**config.mk**
```make
export PLATFORM = sky130hd
export DESIGN_NAME = mpfb_ctrl
export DESIGN_NICKNAME = d
export VERILOG_FILES = /design/src/design/mpfb_pkg.sv /design/src/design/mpfb_ctrl.sv
export SDC_FILE = /design/constraint.sdc
export NUM_CORES = 1
export LEC_CHECK = 0
export ABC_AREA = 1
export BUFFER_PORTS_ARGS = -buffer_cell sky130_fd_sc_hd__buf_4
export CAP_MARGIN = 20
export CORE_AREA = 4 4 41 43
export DETAILED_ROUTE_END_ITERATION = 7
export DIE_AREA = 0 0 45 47
export GPL_TIMING_DRIVEN = 0
export PLACE_DENSITY = 0.63
export SYNTH_ARGS = -nofsm -noshare
export SYNTH_HDL_FRONTEND = slang
export SYNTH_SLANG_ARGS = --single-unit
```
**constraint.sdc**
```tcl
create_clock -name clk -period 1.7 [get_ports clk]
set_input_delay 0.255 -clock clk [delete_from_list [all_inputs] [get_ports clk]]
set_output_delay 0.255 -clock clk [all_outputs]
set_load 0.01 [all_outputs]
```
**src/design/mpfb_pkg.sv**
```systemverilog
// ----------------------------------------------------------------------------
// mpfb_pkg
// Shared constants, codes and control structs for the page-organized
// monochrome frame store pixel engine.
// ----------------------------------------------------------------------------
package mpfb_pkg;

  localparam int MAX_WIDTH   = 128;
  localparam int MAX_HEIGHT  = 64;
  localparam int PAGE_ROWS   = 8;
  localparam int PAGES       = (MAX_HEIGHT + PAGE_ROWS - 1) / PAGE_ROWS;
  localparam int STORE_BYTES = MAX_WIDTH * PAGES;
  localparam int ADDR_BITS   = $clog2(STORE_BYTES);
  localparam int DIM_BITS    = ($clog2(MAX_WIDTH + 1) > $clog2(MAX_HEIGHT + 1)) ?
                               $clog2(MAX_WIDTH + 1) : $clog2(MAX_HEIGHT + 1);
  localparam int SUM_BITS    = 2 * DIM_BITS + 1;

  // request kinds
  localparam logic [1:0] KIND_DRAW  = 2'd0;
  localparam logic [1:0] KIND_CLEAR = 2'd1;
  localparam logic [1:0] KIND_READ  = 2'd2;

  // pixel colors
  localparam logic [1:0] COLOR_BLACK   = 2'd0;
  localparam logic [1:0] COLOR_WHITE   = 2'd1;
  localparam logic [1:0] COLOR_INVERSE = 2'd2;

  // configuration register indexes
  localparam logic [1:0] REG_WIDTH    = 2'd0;
  localparam logic [1:0] REG_HEIGHT   = 2'd1;
  localparam logic [1:0] REG_ROTATION = 2'd2;

  typedef struct packed {
    logic load_item;
    logic calc;
    logic mem_read;
    logic mem_write;
    logic clear_step;
    logic load_out;
  } cmd_t;

  typedef struct packed {
    logic [1:0] kind;
    logic       clear_last;
    logic       out_free;
  } status_t;

endpackage

```
**src/design/mpfb_ctrl.sv**
```systemverilog
// ----------------------------------------------------------------------------
// mpfb_ctrl
// Sequencer for the pixel engine: reset wipe, request decode, memory
// read-modify-write steps, clear sweep and result hand-off.
// ----------------------------------------------------------------------------
module mpfb_ctrl (
  input  logic              clk,
  input  logic              rst,
  input  logic              in_valid,
  output logic              in_stall,
  input  mpfb_pkg::status_t status,
  output mpfb_pkg::cmd_t    cmd
);

  typedef enum logic [6:0] {
    S_WIPE  = 7'b0000001,
    S_IDLE  = 7'b0000010,
    S_CALC  = 7'b0000100,
    S_READ  = 7'b0001000,
    S_WRITE = 7'b0010000,
    S_CLEAR = 7'b0100000,
    S_DONE  = 7'b1000000
  } state_t;

  state_t state, state_next;

  always_ff @(posedge clk) begin
    if (rst) begin
      state <= S_WIPE;
    end else begin
      state <= state_next;
    end
  end

  always_comb begin
    state_next = state;
    cmd        = '0;
    in_stall   = 1'b1;
    unique case (state)
      S_WIPE: begin
        cmd.clear_step = 1'b1;
        if (status.clear_last) begin
          state_next = S_IDLE;
        end
      end
      S_IDLE: begin
        in_stall = 1'b0;
        if (in_valid) begin
          cmd.load_item = 1'b1;
          state_next    = S_CALC;
        end
      end
      S_CALC: begin
        cmd.calc = 1'b1;
        case (status.kind) inside
          mpfb_pkg::KIND_DRAW,
          mpfb_pkg::KIND_READ:  state_next = S_READ;
          mpfb_pkg::KIND_CLEAR: state_next = S_CLEAR;
          default:              state_next = S_DONE;
        endcase
      end
      S_READ: begin
        cmd.mem_read = 1'b1;
        state_next   = (status.kind == mpfb_pkg::KIND_DRAW) ? S_WRITE : S_DONE;
      end
      S_WRITE: begin
        cmd.mem_write = 1'b1;
        state_next    = S_DONE;
      end
      S_CLEAR: begin
        cmd.clear_step = 1'b1;
        if (status.clear_last) begin
          state_next = S_DONE;
        end
      end
      S_DONE: begin
        // hold until the output register can take the result
        if (status.out_free) begin
          cmd.load_out = 1'b1;
          state_next   = S_IDLE;
        end
      end
      default: begin
        state_next = S_WIPE;
      end
    endcase
  end

endmodule

```
==> reports/results.ini <==
[cts]
post_cts_resized = 0
cts_htree_levels = 1
cts_tree = built
cts.root.buffer_cell = sky130_fd_sc_hd__clkbuf_4
worst_skew_pair.late_latency_ns = 0.25
cts_made_buffers = 3
clkSinkCount = 7
cts_buffer_depth = 2
path_clk_slew_ns = 0.05
cts_setup_buffers = 0
postCtsHoldBufs = 0

[synth]
synth.yosys.seq_area_share_pct = 28.6
syn_nets = 89
syn_area_per_cell_um2 = 5.97
netlist-cell-type-count = 15
synth_seq_cells = 7
ys_top_cells_by_area = sky130_fd_sc_hd__dfxtp_1 29%, sky130_fd_sc_hd__nand2_1 17%, sky130_fd_sc_hd__nor2_1 10%
synth_area_leader_cell = sky130_fd_sc_hd__dfxtp_1
syn_inst = 82
post_synthesis_cell_area_um2 = 489
yosys_warnings = 0
synth_top_cell_area_share_pct = 28.6

[grt]
number_of_global_route_vias_before_repair = 490
grt.total_usage_pct = 12.3
grt_remaining_overflow = 0
wire_length_of_the_first_global_routing_pass_mm = 1.86
antenna_violations_before_repair = 0
pin_count_of_the_biggest_net_entering_global_routing = 9

[critical_path]
crit_chain = inv_2 > nand2_2 > nor2_4 > nand2_1 > nor2_1 > buf_4
crit_path_start = state[4]$_SDFFE_PP0P_
crit_path_max_fo = 8
critPathRequiredTime_ns = 1.44
timing.critical_path.arrival_ns = 1.26
crit_path_start_kind = register
worstSetupEndpointType = output pin
critical_path.max_stage_delay_ns = 0.32
worst-setup-path-type = reg -> out
cpMaxStageDelayCell = sky130_fd_sc_hd__dfxtp_1
worstReg2RegStart = state[4]$_SDFFE_PP0P_

[cells_and_area]
synthToLayoutAreaGrowth_pct = 29.2
largest_register_ff_count = 7
nFillCells = 142
fraction_of_layout_cells_with_a_size_suffix_above_1_pct = 33.3
final_cell_mix = 22 x sky130_fd_sc_hd__nand2_1, 13 x sky130_fd_sc_hd__nor2_1, 13 x sky130_fd_sc_hd__buf_4, 9 x sky130_fd_sc_hd__inv_1, 7 x sky130_fd_sc_hd__dfxtp_1
area_of_the_multi_input_gates_um2 = 293
largest_registers = state x7
design.final.nets = 107
final-seq-area_um2 = 140
layout_commonest_cell = sky130_fd_sc_hd__nand2_1
antenna_cells_inserted = 0
max_flop_register = state

[sta]
finalSetupTns_ns = 0
timing.final.crit_period_ns = 1.51
slew_headroom_pct = 85.6
unrepaired_setup_endpoints_after_global_routing = false
finalSetupViolations = 0
skew_ns = 0.00204
share_of_the_clock_period_used_by_the_worst_path_after_layout_pct = 88.8
report.final.slew_viol_count = 0
tightest_slew_ns = 0.215
final-hold-violation-count = 0
fmax_ghz = 0.662

[pwr]
power_density_nw_per_um2 = 796
static-leakage-power_nw = 0.334
fin_total_pwr_w = 0.000503
power.ir.vdd_worst_mv = 0.344

[drt]
drt_iter0_markers = 4
antenna_violating_nets_post_route = 0
avgViaCountPerCell = 4.52
avgRoutedWirePerCell_um = 9.11
firstDrtPassIters = 4
detailroute.via_count = 515
total_wirelength_of_the_detailed_routed_design_mm = 1.04
drcViolationCount = 0

[placed_design]
place.gp.congestion = 0.795
place.detailed.hpwl_um = 871
buffer_ports.inserted = 13

[die]
rows = 13
top_level_ports = 14
die_h_um = 47
start_util_pct = 37.6
chipWidth_um = 45
dieArea_um2 = 2120
fp.coreArea_um2 = 1300

[job]
max_cap_viol_count = 0

[run_status]
run_status = finished clean

[worst_hold_path]
min_from = status[2]
hp-class = in -> reg

[synth_stat cells, drive strengths merged]
cell type and count:
nand2 27, inv 15, nor2 15, nand3 8, dfxtp 7, a21oi 3
nand3b 3, nor3 3, or2 1
[logic make-up after synthesis]
kind of cell,after synthesis,share of synthesized area [%]
and+or+nand+nor,57,56.0
AOI/OAI and AO/OA,3,3.84
DFF,7,28.6
buffers and inverters,15,11.5
[final timing paths]
kind                                         endpoint  slack [ns]  depth (start not counted)
worst max-delay path                           cmd[5]        0.19                          6
worst min-delay path            state[3]$_SDFFE_PP0P_        0.19                          2
worst max register to register  state[5]$_SDFFE_PP0P_        0.54                          9
worst min register to register  state[5]$_SDFFE_PP0P_        0.56                          2
[power by group]
group	internal [W]	leakage [nW]	switching (W)
clock network	0.0000896	0.0150	0.0000617
registers	0.000177	0.0569	0.00000937
logic	0.0000695	0.262	0.0000955
[critical path: cells and delay by family, from the launching register on]
| kind | cells | cell delay (ns) |
|---|---|---|
| simple gates | 4 | 0.49 |
| buf+inv | 2 | 0.19 |
| flops | 1 | 0.32 |
[metal layers]
metal	up-vias	part of all wire [%]	GRT usage (%)
met5	-	0	0
met4	0	2.4	8.77
met3	5	7.5	2.30
met2	17	43	18.9
met1	209	47	15.5
li1	284	-	-
[metrics by stage]
step           cells  hold WS (ns)  cell area [um^2]  setup WS (ns)  utilization [%]
2_1_floorplan     82         0.317               489          0.520                -
3_5_place_dp     110         0.463               606          0.446             46.5
6_report         114         0.194               632          0.190             48.6
4_1_cts          114         0.201               632          0.178             48.6
3_3_place_gp     110         0.459               606          0.475             46.5
5_1_grt          114         0.206               632         0.0436             48.6
[final cells by class]
type / count / area share [%]
tap: 15 / 2.97
inverter: 15 / 8.91
multi-input combinational: 60 / 46.3
timing repair buffer: 13 / 15.4
clock buffer: 4 / 4.16
sequential: 7 / 22.2
(Power assumes the default switching activity.)
